==> src/sv/dct_pkg.sv <==
// Shared constants, types and register codes for the dark channel transmission block.
// No dependencies; imported by every module of the block but dct_ram.
package dct_pkg;

  // frame limits
  localparam int MAX_WIDTH  = 1024;
  localparam int MAX_HEIGHT = 1024;
  localparam int MAX_RADIUS = 7;

  // fixed field widths
  localparam int CFG_DIM_W = 11;
  localparam int CFG_RAD_W = 3;
  localparam int CFG_Q_W   = 17;
  localparam int CFG_IDX_W = 3;
  localparam int PIX_W     = 8;
  localparam int NORM_W    = 24;
  localparam int TRANS_W   = 25;

  // derived geometry widths
  localparam int COL_W     = $clog2(MAX_WIDTH);
  localparam int WID_W     = COL_W + 1;
  localparam int ROW_W     = $clog2(MAX_HEIGHT) + 1;
  localparam int POS_W     = $clog2(MAX_WIDTH * MAX_HEIGHT) + 1;
  localparam int SLOT_BITS = $clog2(2 * MAX_RADIUS + 2);
  localparam int ROW_SLOTS = 1 << SLOT_BITS;
  localparam int ADDR_W    = SLOT_BITS + COL_W;
  localparam int RAM_DEPTH = ROW_SLOTS * MAX_WIDTH;

  // product split for the omega multiply
  localparam int HALF_W    = NORM_W / 2;

  localparam logic [CFG_Q_W-1:0] Q16_ONE = CFG_Q_W'(65536);

  // register indexes
  localparam logic [CFG_IDX_W-1:0] REG_FRAME_WIDTH  = 3'd0;
  localparam logic [CFG_IDX_W-1:0] REG_FRAME_HEIGHT = 3'd1;
  localparam logic [CFG_IDX_W-1:0] REG_WINDOW_RAD   = 3'd2;
  localparam logic [CFG_IDX_W-1:0] REG_HAZE_KEEP    = 3'd3;
  localparam logic [CFG_IDX_W-1:0] REG_INV_BLUE     = 3'd4;
  localparam logic [CFG_IDX_W-1:0] REG_INV_GREEN    = 3'd5;
  localparam logic [CFG_IDX_W-1:0] REG_INV_RED      = 3'd6;

  // divider result
  typedef struct packed {
    logic             done;
    logic [POS_W-1:0] quot;
    logic [WID_W-1:0] rem;
  } div_res_t;

  // transmission unit result
  typedef struct packed {
    logic               done;
    logic [TRANS_W-1:0] trans;
  } trans_res_t;

endpackage

==> src/sv/dct_div.sv <==
// Restoring divider, one quotient bit per cycle: raster position by row width.
// Depends on dct_pkg.
module dct_div (
  input  logic                    clk,
  input  logic                    rst_n,
  input  logic                    start,
  input  logic [dct_pkg::POS_W-1:0] dividend,
  input  logic [dct_pkg::WID_W-1:0] divisor,
  output dct_pkg::div_res_t       res
);
  import dct_pkg::*;

  localparam int CNT_W = $clog2(POS_W + 1);

  logic             busy_r, busy_nxt;
  logic             done_r, done_nxt;
  logic [CNT_W-1:0] cnt_r, cnt_nxt;
  logic [POS_W-1:0] dvd_r, dvd_nxt;
  logic [WID_W-1:0] dsr_r, dsr_nxt;
  logic [WID_W-1:0] rem_r, rem_nxt;
  logic [WID_W:0]   trial;

  // one shift and subtract step
  always_comb begin
    busy_nxt = busy_r;
    done_nxt = 1'b0;
    cnt_nxt  = cnt_r;
    dvd_nxt  = dvd_r;
    dsr_nxt  = dsr_r;
    rem_nxt  = rem_r;
    trial    = {rem_r, dvd_r[POS_W-1]};
    if (start) begin
      busy_nxt = 1'b1;
      cnt_nxt  = CNT_W'(POS_W);
      dvd_nxt  = dividend;
      dsr_nxt  = divisor;
      rem_nxt  = '0;
    end else if (busy_r) begin
      if (trial >= {1'b0, dsr_r}) begin
        rem_nxt = WID_W'(trial - {1'b0, dsr_r});
        dvd_nxt = {dvd_r[POS_W-2:0], 1'b1};
      end else begin
        rem_nxt = WID_W'(trial);
        dvd_nxt = {dvd_r[POS_W-2:0], 1'b0};
      end
      cnt_nxt = cnt_r - 1'b1;
      if (cnt_r == CNT_W'(1)) begin
        busy_nxt = 1'b0;
        done_nxt = 1'b1;
      end
    end
  end

  always_ff @(posedge clk) begin
    if (!rst_n) begin
      busy_r <= 1'b0;
      done_r <= 1'b0;
      cnt_r  <= '0;
    end else begin
      busy_r <= busy_nxt;
      done_r <= done_nxt;
      cnt_r  <= cnt_nxt;
    end
    dvd_r <= dvd_nxt;
    dsr_r <= dsr_nxt;
    rem_r <= rem_nxt;
  end

  assign res.done = done_r;
  assign res.quot = dvd_r;
  assign res.rem  = rem_r;

endmodule

==> config.mk <==
export PLATFORM = sky130hd
export DESIGN_NAME = dct_div
export DESIGN_NICKNAME = d
export VERILOG_FILES = /design/src/sv/dct_pkg.sv /design/src/sv/dct_div.sv
export SDC_FILE = /design/constraint.sdc
export NUM_CORES = 1
export LEC_CHECK = 0
export BUFFER_PORTS_ARGS = -buffer_cell sky130_fd_sc_hd__buf_4
export CAP_MARGIN = 0
export CORE_UTILIZATION = 48
export CTS_CLUSTER_DIAMETER = 100
export DETAILED_ROUTE_END_ITERATION = 16
export GPL_ROUTABILITY_DRIVEN = 0
export HOLD_SLACK_MARGIN = 0.05
export PLACE_DENSITY_LB_ADDON = 0.12
export SYNTH_ARGS = -nofsm -noshare
export SYNTH_HDL_FRONTEND = slang
export SYNTH_SLANG_ARGS = --single-unit
==> constraint.sdc <==
create_clock -name clk -period 2.2 [get_ports clk]
set_clock_uncertainty 0.1 [all_clocks]
set_input_delay 0.44 -clock clk [delete_from_list [all_inputs] [get_ports clk]]
set_output_delay 0.44 -clock clk [all_outputs]
set_load 0.01 [all_outputs]
==> metrics.md <==
| Metric | Value |
|---|---|
| #FFs+latches synth | 50 |
| Number of remaining DRC errors | 0 |
| Post-layout net count | between 300 and 400 |
| Max incr delay on CP | approximately 0.42 ns |
| Reg clk slew, reported paths | about 0.090 ns |
| Sequential area share after synthesis | around half |
| Global-route wire length before repair | a little under 9 mm |
| Share of cells above drive strength 1 | 45.6% |
| Area of the mapped netlist | ~2600 um^2 |
| Initial Util | between 50% and 60% |
| Max_cap viols | 0 |
| CTS sink count | 50 |
| Worst Hold Class | in -> reg |
| Die X | around 76 um |
| Crit-path slowest cell | a2111oi_4 |
| Leading area contributor after synthesis | edfxtp_1 |
| Top Ports | 68 |
| Worst skew pair latency | around 0.30 ns |
| Maximum operating frequency | roughly 0.43 GHz |
| Final hold vios | 0 |
| Cells along the critical path | inv_1 > ha_1 > clkinv_2 > o21ai_0 > a2111oi_4 > o21ai_4 > buf_12 > nor4b_2 > a311o_1 |
| H-tree levels | 2 |
| Via count | approximately 2,100 |
| DR WL/cell | 14.1 um |
| Syn_area_per_cell | roughly 12 um^2 |
| GRT Total Usage | about 21% |
| Worst setup EP type | flop |
| Unrepaired setup endpoints after global routing | true |
| Number of global-route vias before repair | about 1,800 |
| Grt ovf | 0 |
| Row cnt | 26 |
| Port buffer count | 67 |
| Critical path class | reg -> reg |
| Synth Instances | roughly 230 |
| PwrDens | 722 nW/um^2 |
| Pin count of the biggest net entering global routing | 33 |
| Arr. time, crit path | ~2.4 ns |
| Area delta synth->final | 39.6% |
| Hold buffer count at CTS | 0 |
| CTS tree | done |
| Slew @ Worst Pin | roughly 0.40 ns |
| CP Max Fanout | 12 |
| Diodes inserted | 0 |
| Synth cell types | 46 |
| Crit path required time | ~2.3 ns |
| Post-DP HPWL | around 4.1 mm |
| Chip Height | roughly 76 um |
| YS warnings | 0 |
| Initial antenna violation count | 0 |
| Final core occ | ~71% |
| Post-synth net total | 275 |
| Register area | about 1300 um^2 |
| Peak supply drop | ~0.48 mV |
| Pre-CTS WS | -0.323 ns |
| 1st-iter DRT viols | 123 |
| CP top delay family | compound AO/OA/AOI/OAI gates |
| First-pass DRT Iterations | 4 |
| Die area | between 5000 and 6000 um^2 |
| Final wirelength | roughly 5.7 mm |
| Num CTS Buffers | 5 |
| Leak | ~1.6 nW |
| Slew Viols, Final | 0 |
| Synth area leaders | edfxtp_1, dfxtp_1, mux2_2 |
| Status | finished with violations |
| Final Setup Violations | 9 |
| Root Driver | clkbuf_8 |
| Share of the synthesized area in the top cell type | 36.7% |
| Fin crit share | 105% |
| Max-slew headroom | between 70% and 80% |
| Worst setup margin | -0.117 ns |
| Max Buffers Root-to-Sink | 2 |
| Filler instances | approximately 400 |
| Post-DRT Antenna Nets | 0 |
| Via density | between 5 and 6 |
| WHS | ~0.21 ns |
| Critical Path Start Type | flop |
| Buf+Inv Stages, Crit Path | 3 |
| Failing checks | negative setup slack |
| Final min period | approximately 2.3 ns |
| Core ar. | between 5000 and 6000 um^2 |
| Area occupied by multi-input gates | roughly 1200 um^2 |
synthesized netlist by cell type (all sizes together):
library cell and n:
xnor2 8, o22ai 2, nand2 8, nor2 16, nor4 3, o311a 1
nand3 7, o211ai 2, o21ai 12, buf 6, or4b 1, dfxtp 18
mux2i 7, a311oi 2, nor4b 1, o2111ai 2, edfxtp 32, clkbuf 4
or4 1, a2111oi 1, ha 13, xor2 1, nand2b 4, o31a 2
and2 1, o21a 4, inv 18, fa 1, a211oi 8, mux2 21
a21boi 1, nand3b 1, nand4 1, a21oi 6, clkinv 1, nor2b 3
a311o 1, nor3 2, or3 3
registers in the layout, indices dropped and copies added, names as in the netlist:
signal,flops
dvd_r,21
dsr_r,11
rem_r,11
done_r,1
busy_r,1
cnt_r,5
kinds of logic (layout without fill, tap and decap cells):
group | count (synthesis) | in the layout | synth area share [%]
flip-flops | 50 | 50 | 50.5
XOR/XNOR | 9 | 9 | 3.01
AO/OA/AOI/OAI | 44 | 44 | 11.9
multiplexers | 28 | 28 | 11.7
adder cells (fa/ha/maj) | 14 | 14 | 6.98
AND/OR/NAND/NOR | 52 | 52 | 11.2
buffers and inverters | 29 | 134 | 4.69
area by class of cell:
cell class                      instances  area share (%)
Inverter                               19            1.99
Clock buffer                            6            1.99
Sequential cell                        50            36.2
Clock inverter                          2            1.06
Tap cell                               70            2.40
Timing Repair Buffer                  107            22.8
Multi-Input combinational cell        147            33.6
routing by layer:
metal  part of all wire, %  GRT usage [%]  routed length, um
met1                    46           28.0               2620
met2                    49           32.6               2790
met3                   3.7           4.76                210
met4                  0.71           6.17                 40
met5                     0              0                  0
final timing paths:
check,from,to,slack (ns),depth (start not counted)
worst max-delay path,dsr_r[9],rem_r[1],-0.12,9
worst max register to register,dsr_r[9],rem_r[1],-0.12,9
worst min-delay path,divisor[1],dsr_r[1],0.21,1
worst min register to register,cnt_r[1],cnt_r[1],0.42,2
per-stage QoR:
step | cell area [um^2] | instances | setup TNS, ns | power (W)
finish | 3650 | 401 | -0.412 | 0.00264
global route | 3650 | 401 | -1.95 | 0.00278
global placement | 3470 | 388 | -1.27 | 0.00195
floorplan | 2650 | 226 | -0.808 | 0.00162
detailed placement | 3470 | 388 | -1.91 | 0.00196
CTS | 3630 | 400 | -0.486 | 0.00264
placed cells by master (no fill, tap or decap), types with 2 or more instances in the layout:
cell type | Yosys | final
mux2i_1 | 7 | 7
o31a_1 | 2 | 2
nand3_1 | 6 | 6
nor3_1 | 2 | 2
xnor2_1 | 8 | 8
a21oi_1 | 6 | 5
edfxtp_1 | 32 | 32
clkbuf_8 | 0 | 5
ha_1 | 13 | 12
inv_1 | 18 | 18
nand2_1 | 8 | 8
o2111ai_1 | 2 | 2
o22ai_1 | 2 | 2
buf_4 | 1 | 104
or3_1 | 2 | 2
mux2_2 | 21 | 20
buf_12 | 0 | 2
nor4_1 | 2 | 2
o21a_1 | 4 | 4
a311oi_1 | 2 | 2
o21ai_4 | 0 | 2
nor2b_1 | 3 | 3
nand2b_1 | 4 | 4
o21ai_0 | 10 | 9
a211oi_1 | 8 | 6
o211ai_1 | 2 | 2
a211oi_2 | 0 | 2
dfxtp_1 | 18 | 18
nor2_1 | 16 | 16
worst reg2reg max path: cells and delay by family (launching register included):
family	cells	cell delay, ns
AOI/OAI and AO/OA	4	1.00
adders and majority gates	1	0.34
buffers and inverters	3	0.28
DFF	1	0.33
and+or+nand+nor	1	0.15
repair_timing:
item                                   CTS  global route
gates cloned                             0             0
gates resized for setup                  1             5
pin swaps                                6             6
endpoints found under the hold margin    0             0
buffers inserted                         4             1
setup endpoints to repair               12            12
report_power, final:
| group | internal (W) | switching [W] |
|---|---|---|
| clock network | 0.000342 | 0.000306 |
| registers | 0.00110 | 0.0000521 |
| logic | 0.000454 | 0.000381 |
| total | 0.00190 | 0.000739 |
(Power assumes the default switching activity.)
