--- src/sv/dct_pkg.sv ---
// Shared constants, types and register codes for the dark channel transmission block.
// No dependencies; imported by every module of the block but dct_ram.
package dct_pkg;

  // frame limits
  localparam int MAX_WIDTH  = 1024;
  localparam int MAX_HEIGHT = 1024;
  localparam int MAX_RADIUS = 7;

  // fixed field widths
  localparam int CFG_DIM_W = 11;
  localparam int CFG_RAD_W = 3;
  localparam int CFG_Q_W   = 17;
  localparam int CFG_IDX_W = 3;
  localparam int PIX_W     = 8;
  localparam int NORM_W    = 24;
  localparam int TRANS_W   = 25;

  // derived geometry widths
  localparam int COL_W     = $clog2(MAX_WIDTH);
  localparam int WID_W     = COL_W + 1;
  localparam int ROW_W     = $clog2(MAX_HEIGHT) + 1;
  localparam int POS_W     = $clog2(MAX_WIDTH * MAX_HEIGHT) + 1;
  localparam int SLOT_BITS = $clog2(2 * MAX_RADIUS + 2);
  localparam int ROW_SLOTS = 1 << SLOT_BITS;
  localparam int ADDR_W    = SLOT_BITS + COL_W;
  localparam int RAM_DEPTH = ROW_SLOTS * MAX_WIDTH;

  // product split for the omega multiply
  localparam int HALF_W    = NORM_W / 2;

  localparam logic [CFG_Q_W-1:0] Q16_ONE = CFG_Q_W'(65536);

  // register indexes
  localparam logic [CFG_IDX_W-1:0] REG_FRAME_WIDTH  = 3'd0;
  localparam logic [CFG_IDX_W-1:0] REG_FRAME_HEIGHT = 3'd1;
  localparam logic [CFG_IDX_W-1:0] REG_WINDOW_RAD   = 3'd2;
  localparam logic [CFG_IDX_W-1:0] REG_HAZE_KEEP    = 3'd3;
  localparam logic [CFG_IDX_W-1:0] REG_INV_BLUE     = 3'd4;
  localparam logic [CFG_IDX_W-1:0] REG_INV_GREEN    = 3'd5;
  localparam logic [CFG_IDX_W-1:0] REG_INV_RED      = 3'd6;

  // divider result
  typedef struct packed {
    logic             done;
    logic [POS_W-1:0] quot;
    logic [WID_W-1:0] rem;
  } div_res_t;

  // transmission unit result
  typedef struct packed {
    logic               done;
    logic [TRANS_W-1:0] trans;
  } trans_res_t;

endpackage

--- src/sv/dct_trans.sv ---
// Transmission unit: 1 - round(omega * norm / 65536) with the product split in halves.
// Depends on dct_pkg.
module dct_trans (
  input  logic                       clk,
  input  logic                       rst_n,
  input  logic                       start,
  input  logic [dct_pkg::CFG_Q_W-1:0]  omega,
  input  logic [dct_pkg::NORM_W-1:0] norm,
  output dct_pkg::trans_res_t        res
);
  import dct_pkg::*;

  localparam int PP_W  = CFG_Q_W + HALF_W;
  localparam int SUM_W = PP_W + HALF_W;

  logic [1:0]         ph_r, ph_nxt;
  logic               done_r, done_nxt;
  logic [CFG_Q_W-1:0] om_r;
  logic [NORM_W-1:0]  nm_r;
  logic [PP_W-1:0]    plo_r, phi_r;
  logic [TRANS_W-1:0] trans_r, trans_nxt;
  logic [SUM_W-1:0]   sum;

  // rounding sum of the partial products
  always_comb begin
    sum       = {phi_r, {HALF_W{1'b0}}} + SUM_W'(plo_r) + SUM_W'(32768);
    trans_nxt = TRANS_W'(Q16_ONE) - sum[16 +: TRANS_W];
    done_nxt  = (ph_r == 2'd3);
    ph_nxt    = ph_r;
    if (start) begin
      ph_nxt = 2'd1;
    end else if (ph_r != 2'd0) begin
      ph_nxt = ph_r + 2'd1;
    end
  end

  always_ff @(posedge clk) begin
    if (!rst_n) begin
      ph_r   <= 2'd0;
      done_r <= 1'b0;
    end else begin
      ph_r   <= ph_nxt;
      done_r <= done_nxt;
    end
    if (start) begin
      om_r <= omega;
      nm_r <= norm;
    end
    if (ph_r == 2'd1) begin
      plo_r <= om_r * nm_r[HALF_W-1:0];
    end
    if (ph_r == 2'd2) begin
      phi_r <= om_r * nm_r[NORM_W-1:HALF_W];
    end
    if (ph_r == 2'd3) begin
      trans_r <= trans_nxt;
    end
  end

  assign res.done  = done_r;
  assign res.trans = trans_r;

endmodule
--- config.mk ---
export PLATFORM = sky130hd
export DESIGN_NAME = dct_trans
export DESIGN_NICKNAME = d
export VERILOG_FILES = /design/src/sv/dct_pkg.sv /design/src/sv/dct_trans.sv
export SDC_FILE = /design/constraint.sdc
export NUM_CORES = 1
export LEC_CHECK = 0
export BUFFER_PORTS_ARGS = -buffer_cell sky130_fd_sc_hd__buf_4
export CAP_MARGIN = 20
export CELL_PAD_IN_SITES_DETAIL_PLACEMENT = 1
export CELL_PAD_IN_SITES_GLOBAL_PLACEMENT = 1
export CORE_ASPECT_RATIO = 1.5
export CORE_MARGIN = 1
export CORE_UTILIZATION = 40
export CTS_CLUSTER_SIZE = 10
export DETAILED_ROUTE_END_ITERATION = 10
export HOLD_SLACK_MARGIN = 0.02
export PLACE_DENSITY = 0.75
export SLEW_MARGIN = 0
export SYNTH_ARGS = -nofsm -noshare
export SYNTH_HDL_FRONTEND = slang
export SYNTH_SLANG_ARGS = --single-unit
--- constraint.sdc ---
create_clock -name clk -period 7.15 [get_ports clk]
set_input_delay 1.43 -clock clk [delete_from_list [all_inputs] [get_ports clk]]
set_output_delay 1.43 -clock clk [all_outputs]
set_load 0.02 [all_outputs]
==> flow_summary.html <==
<table>
<tr><th>Metric</th><th>Value</th></tr>
<tr><th colspan="2">Outcome</th></tr>
<tr><td>Outcome</td><td>complete, no violations</td></tr>
<tr><th colspan="2">Detailed routing</th></tr>
<tr><td>Via count</td><td>12,500</td></tr>
<tr><td>Drt via density</td><td>5.11</td></tr>
<tr><td>Routed WL per cell</td><td>18.4 um</td></tr>
<tr><td>Remaining routing DRC violations</td><td>0</td></tr>
<tr><td>ANT nets after route</td><td>0</td></tr>
<tr><td>Final routed wirelength across all metal layers</td><td>45.1 mm</td></tr>
<tr><td>Initial drt markers</td><td>502</td></tr>
<tr><td>Initial DRT Pass Iterations</td><td>4</td></tr>
<tr><th colspan="2">Cells and area</th></tr>
<tr><td>Area growth, synth to finish</td><td>10.1%</td></tr>
<tr><td>Area of all placed cells without fillers</td><td>0.0195 mm^2</td></tr>
<tr><td>Antenna Diode Count</td><td>0</td></tr>
<tr><td>Most common cell after layout, fill and taps aside</td><td>sky130_fd_sc_hd__inv_1</td></tr>
<tr><td>Area of the multi-input gates</td><td>0.0125 mm^2</td></tr>
<tr><td>Leading cell types in the layout, fill and taps excluded</td><td>sky130_fd_sc_hd__inv_1 (383), sky130_fd_sc_hd__nand2_1 (302), sky130_fd_sc_hd__fa_1 (299)</td></tr>
<tr><td>Share of final-layout standard cells stronger than drive strength 1</td><td>7.87%</td></tr>
<tr><td>Sequential standard cell area</td><td>0.00342 mm^2</td></tr>
<tr><td>Count of fill cells added during filler insertion</td><td>5,019</td></tr>
<tr><td>Final Net Count</td><td>2,377</td></tr>
<tr><th colspan="2">Logic synthesis</th></tr>
<tr><td>Mean post-synth cell area</td><td>9.68 um^2</td></tr>
<tr><td>Cell types with the largest area share after synthesis</td><td>sky130_fd_sc_hd__fa_1 (34%), sky130_fd_sc_hd__edfxtp_1 (19%), sky130_fd_sc_hd__ha_1 (12%)</td></tr>
<tr><td>Fraction of post-synthesis cell area in the top cell type by area</td><td>33.9%</td></tr>
<tr><td>Largest family of logic cells by synthesized area</td><td>adder cells</td></tr>
<tr><td>Synthesized net count</td><td>2,336</td></tr>
<tr><td>Portion of the post-synthesis area used by sequential elements</td><td>19.4%</td></tr>
<tr><td>Cell type with the largest total area after synthesis</td><td>sky130_fd_sc_hd__fa_1</td></tr>
<tr><td>Complex-gate fraction of the synthesized area</td><td>5.90%</td></tr>
<tr><td>Syn Inst Count</td><td>1,826</td></tr>
<tr><td>Warning count from the yosys run</td><td>0</td></tr>
<tr><td>Combined area of all synthesized cells</td><td>0.0177 mm^2</td></tr>
<tr><td>Count of unique library cells instantiated by Yosys</td><td>70</td></tr>
<tr><td>Post-synthesis sequential element count</td><td>115</td></tr>
<tr><td>XOR/XNOR Fraction of Synth Area</td><td>3.51%</td></tr>
<tr><td>Prevailing post-synth register cell</td><td>sky130_fd_sc_hd__edfxtp_1</td></tr>
<tr><td>Area share of and/or/nand/nor cells after synthesis</td><td>15.5%</td></tr>
<tr><td>Post-synthesis async set-or-reset flop share</td><td>0%</td></tr>
<tr><td>Post-synthesis share of cell area spent on full adders, half adders and majority gates</td><td>45.7%</td></tr>
<tr><td>Multiplexer area fraction after synthesis</td><td>0.290%</td></tr>
<tr><td>Post-synth EDFFs</td><td>112</td></tr>
<tr><th colspan="2">Clocking</th></tr>
<tr><td># resized after CTS</td><td>0</td></tr>
<tr><td>Number of buffers inserted during clock tree synthesis</td><td>17</td></tr>
<tr><td>Root cell of the clock tree</td><td>sky130_fd_sc_hd__clkbuf_16</td></tr>
<tr><td>Worst-Skew Late Latency</td><td>0.47 ns</td></tr>
<tr><td>Total number of clock tree sinks</td><td>115</td></tr>
<tr><td># hold bufs at CTS</td><td>0</td></tr>
<tr><td>CTS tree</td><td>yes</td></tr>
<tr><td>CTS clk-pin slew, worst paths</td><td>0.07 ns</td></tr>
<tr><td>Number of H-tree levels</td><td>4</td></tr>
<tr><td>Maximum count of clock buffers along a single path</td><td>2</td></tr>
<tr><td>Post-CTS setup buffer count</td><td>0</td></tr>
<tr><th colspan="2">Global route</th></tr>
<tr><td>Pin count of the biggest net entering global routing</td><td>44</td></tr>
<tr><td>Global-route wire length before repair</td><td>74.3 mm</td></tr>
<tr><td>Global-route usage over all layers</td><td>21.3%</td></tr>
<tr><td>Number of antenna violations at the first check in global routing</td><td>0</td></tr>
<tr><td>Vias in the first global route</td><td>14,700</td></tr>
<tr><td>Overall overflow remaining after global route</td><td>0</td></tr>
<tr><th colspan="2">Die</th></tr>
<tr><td>Die Height</td><td>259 um</td></tr>
<tr><td>Top-level port count</td><td>70</td></tr>
<tr><td>Row count</td><td>94</td></tr>
<tr><td>Effective utilization at floorplan</td><td>40.4%</td></tr>
<tr><td>Chip Width</td><td>174 um</td></tr>
<tr><td>Core ar.</td><td>0.0438 mm^2</td></tr>
<tr><td>Total die area</td><td>0.0450 mm^2</td></tr>
<tr><th colspan="2">Setup path</th></tr>
<tr><td>Cell mode on critical path</td><td>sky130_fd_sc_hd__fa_1</td></tr>
<tr><td>Crit path max-delay cell type</td><td>sky130_fd_sc_hd__edfxtp_1</td></tr>
<tr><td>Crit path required time</td><td>7.35 ns</td></tr>
<tr><td>Critical path data arrival time</td><td>6.58 ns</td></tr>
<tr><td>Kind of end point of the critical path</td><td>register</td></tr>
<tr><td>Start-to-end type of the worst setup path</td><td>reg -&gt; reg</td></tr>
<tr><td>Slowest Stage Delay on Critical Path</td><td>0.79 ns</td></tr>
<tr><td>Cell Chain, Critical Path</td><td>nand2_1 &gt; fa_1 &gt; fa_1 &gt; inv_1 &gt; fa_1 &gt; fa_1 &gt; inv_1 &gt; fa_1 &gt; inv_1 &gt; ha_1 &gt; a21o_1 &gt; a21o_1 &gt; a21oi_1 &gt; o21ai_0 &gt; or3_1 &gt; nor3_1 &gt; nor3_1 &gt; o211ai_1 &gt; or3b_2</td></tr>
<tr><td>Startpoint type of the worst setup path</td><td>register</td></tr>
<tr><td>Maximum fanout along the worst path</td><td>17</td></tr>
<tr><th colspan="2">Timing</th></tr>
<tr><td>Fin worst setup slack</td><td>0.769 ns</td></tr>
<tr><td>Number of endpoints failing setup at the final stage</td><td>0</td></tr>
<tr><td>Shortest period the worst path allows</td><td>6.38 ns</td></tr>
<tr><td>Slew at the pin closest to its max-slew limit</td><td>0.899 ns</td></tr>
<tr><td>Post-route clock skew</td><td>0.0169 ns</td></tr>
<tr><td>Hold slack final</td><td>0.570 ns</td></tr>
<tr><td>Achievable Freq</td><td>157 MHz</td></tr>
<tr><td>Hold violation count in the final report</td><td>0</td></tr>
<tr><td>Share of the cycle needed by the critical path after routing</td><td>89.2%</td></tr>
<tr><td>Slew Limit Headroom</td><td>40.0%</td></tr>
<tr><td>Final Slew Violations</td><td>0</td></tr>
<tr><td>RSZ-0062 raised after global routing</td><td>no</td></tr>
<tr><td>TNS Setup</td><td>0 ns</td></tr>
<tr><th colspan="2">Flow run</th></tr>
<tr><td>Count of maximum capacitance violations</td><td>0</td></tr>
<tr><th colspan="2">Place</th></tr>
<tr><td>DPL Wire Length</td><td>36.6 mm</td></tr>
<tr><td>Cell area after placement</td><td>0.0188 mm^2</td></tr>
<tr><td>Post-placement setup slack</td><td>0.829 ns</td></tr>
<tr><td>Number of input and output port buffers inserted</td><td>69</td></tr>
<tr><td>Final weighted congestion in routability-driven placement</td><td>0.830</td></tr>
<tr><th colspan="2">Hold path</th></tr>
<tr><td>Worst min-delay path category</td><td>reg -&gt; reg</td></tr>
</table>
synthesized netlist by cell type (3+ instances only):
cell type / instances
sky130_fd_sc_hd__inv_1: 383
sky130_fd_sc_hd__nand2_1: 302
sky130_fd_sc_hd__fa_1: 299
sky130_fd_sc_hd__ha_1: 167
sky130_fd_sc_hd__and2_1: 139
sky130_fd_sc_hd__edfxtp_1: 112
sky130_fd_sc_hd__clkbuf_1: 72
sky130_fd_sc_hd__xnor2_1: 45
sky130_fd_sc_hd__nor2_1: 43
sky130_fd_sc_hd__a21oi_1: 33
sky130_fd_sc_hd__a21o_1: 27
sky130_fd_sc_hd__o21ai_0: 22
sky130_fd_sc_hd__xor2_1: 22
sky130_fd_sc_hd__nor3_1: 15
sky130_fd_sc_hd__nand3_1: 12
sky130_fd_sc_hd__a211oi_1: 9
sky130_fd_sc_hd__and3_1: 9
sky130_fd_sc_hd__o21a_1: 7
sky130_fd_sc_hd__a31oi_1: 6
sky130_fd_sc_hd__nand2b_1: 5
sky130_fd_sc_hd__nand4_1: 5
sky130_fd_sc_hd__nor4_1: 5
sky130_fd_sc_hd__or3_1: 5
sky130_fd_sc_hd__mux2i_1: 4
sky130_fd_sc_hd__o21bai_1: 4
sky130_fd_sc_hd__o31ai_1: 4
sky130_fd_sc_hd__a2111oi_0: 3
sky130_fd_sc_hd__a22oi_1: 3
sky130_fd_sc_hd__dfxtp_1: 3
sky130_fd_sc_hd__nand3b_1: 3
sky130_fd_sc_hd__nor2b_1: 3
sky130_fd_sc_hd__nor3_2: 3
sky130_fd_sc_hd__nor4_4: 3
sky130_fd_sc_hd__o41ai_1: 3
sky130_fd_sc_hd__or4_1: 3
layer usage:
metal  global-route usage (%)  share of wire (%)  routed length, um  vias up
met5                        0                  0                  0        -
met4                     9.02                3.5               1590        0
met3                     3.47                3.3               1500       85
met2                     40.4                 54              24300      233
met1                     23.3                 39              17700     6496
li1                         -                  -                  -     5731
registers in the layout, summed over array words and instances, names as in the netlist:
signal and flops:
om_r 17, phi_r 29, trans_r 25, ph_r 2
done_r 1, plo_r 17, nm_r 24
logic make-up after synthesis:
group	Yosys count
multiplexers	5
flip-flops	115
buffers and inverters	457
AND/OR/NAND/NOR	567
XOR/XNOR	69
AO/OA/AOI/OAI	147
adder cells (fa/ha/maj)	466
area by class of cell:
cell class | instances | area share (%)
clock inverters | 15 | 0.984
well taps | 576 | 3.70
multi-input cells | 1254 | 64.4
inverters | 383 | 7.39
flip-flops and latches | 115 | 17.6
repair buffers | 96 | 3.74
clock buffers | 17 | 2.19
per-stage QoR:
step | utilization (%) | std cells
6_report | 44.5 | 2456
3_5_place_dp | 43.0 | 2423
3_3_place_gp | 43.0 | 2423
2_1_floorplan | - | 1826
4_1_cts | 44.4 | 2455
5_1_grt | 44.5 | 2456
final timing paths:
check / start / end / slack (ns) / cells past startpoint
max reg2reg: nm_r[15] / phi_r[28] / 0.77 / 19
max: nm_r[15] / phi_r[28] / 0.77 / 19
min: phi_r[28] / trans_r[24] / 0.57 / 1
min reg2reg: phi_r[28] / trans_r[24] / 0.57 / 1
worst max-delay path: cells and delay by family, from the launching register on:
kind / cells / cell delay (ns)
flops: 1 / 0.79
simple gates: 5 / 1.41
compound gates: 5 / 0.81
fa+ha+maj: 6 / 2.94
buf+inv: 3 / 0.17
Power is not shown: default switching activity piles up to over one toggle a cycle in this logic, so the estimate is an artifact.
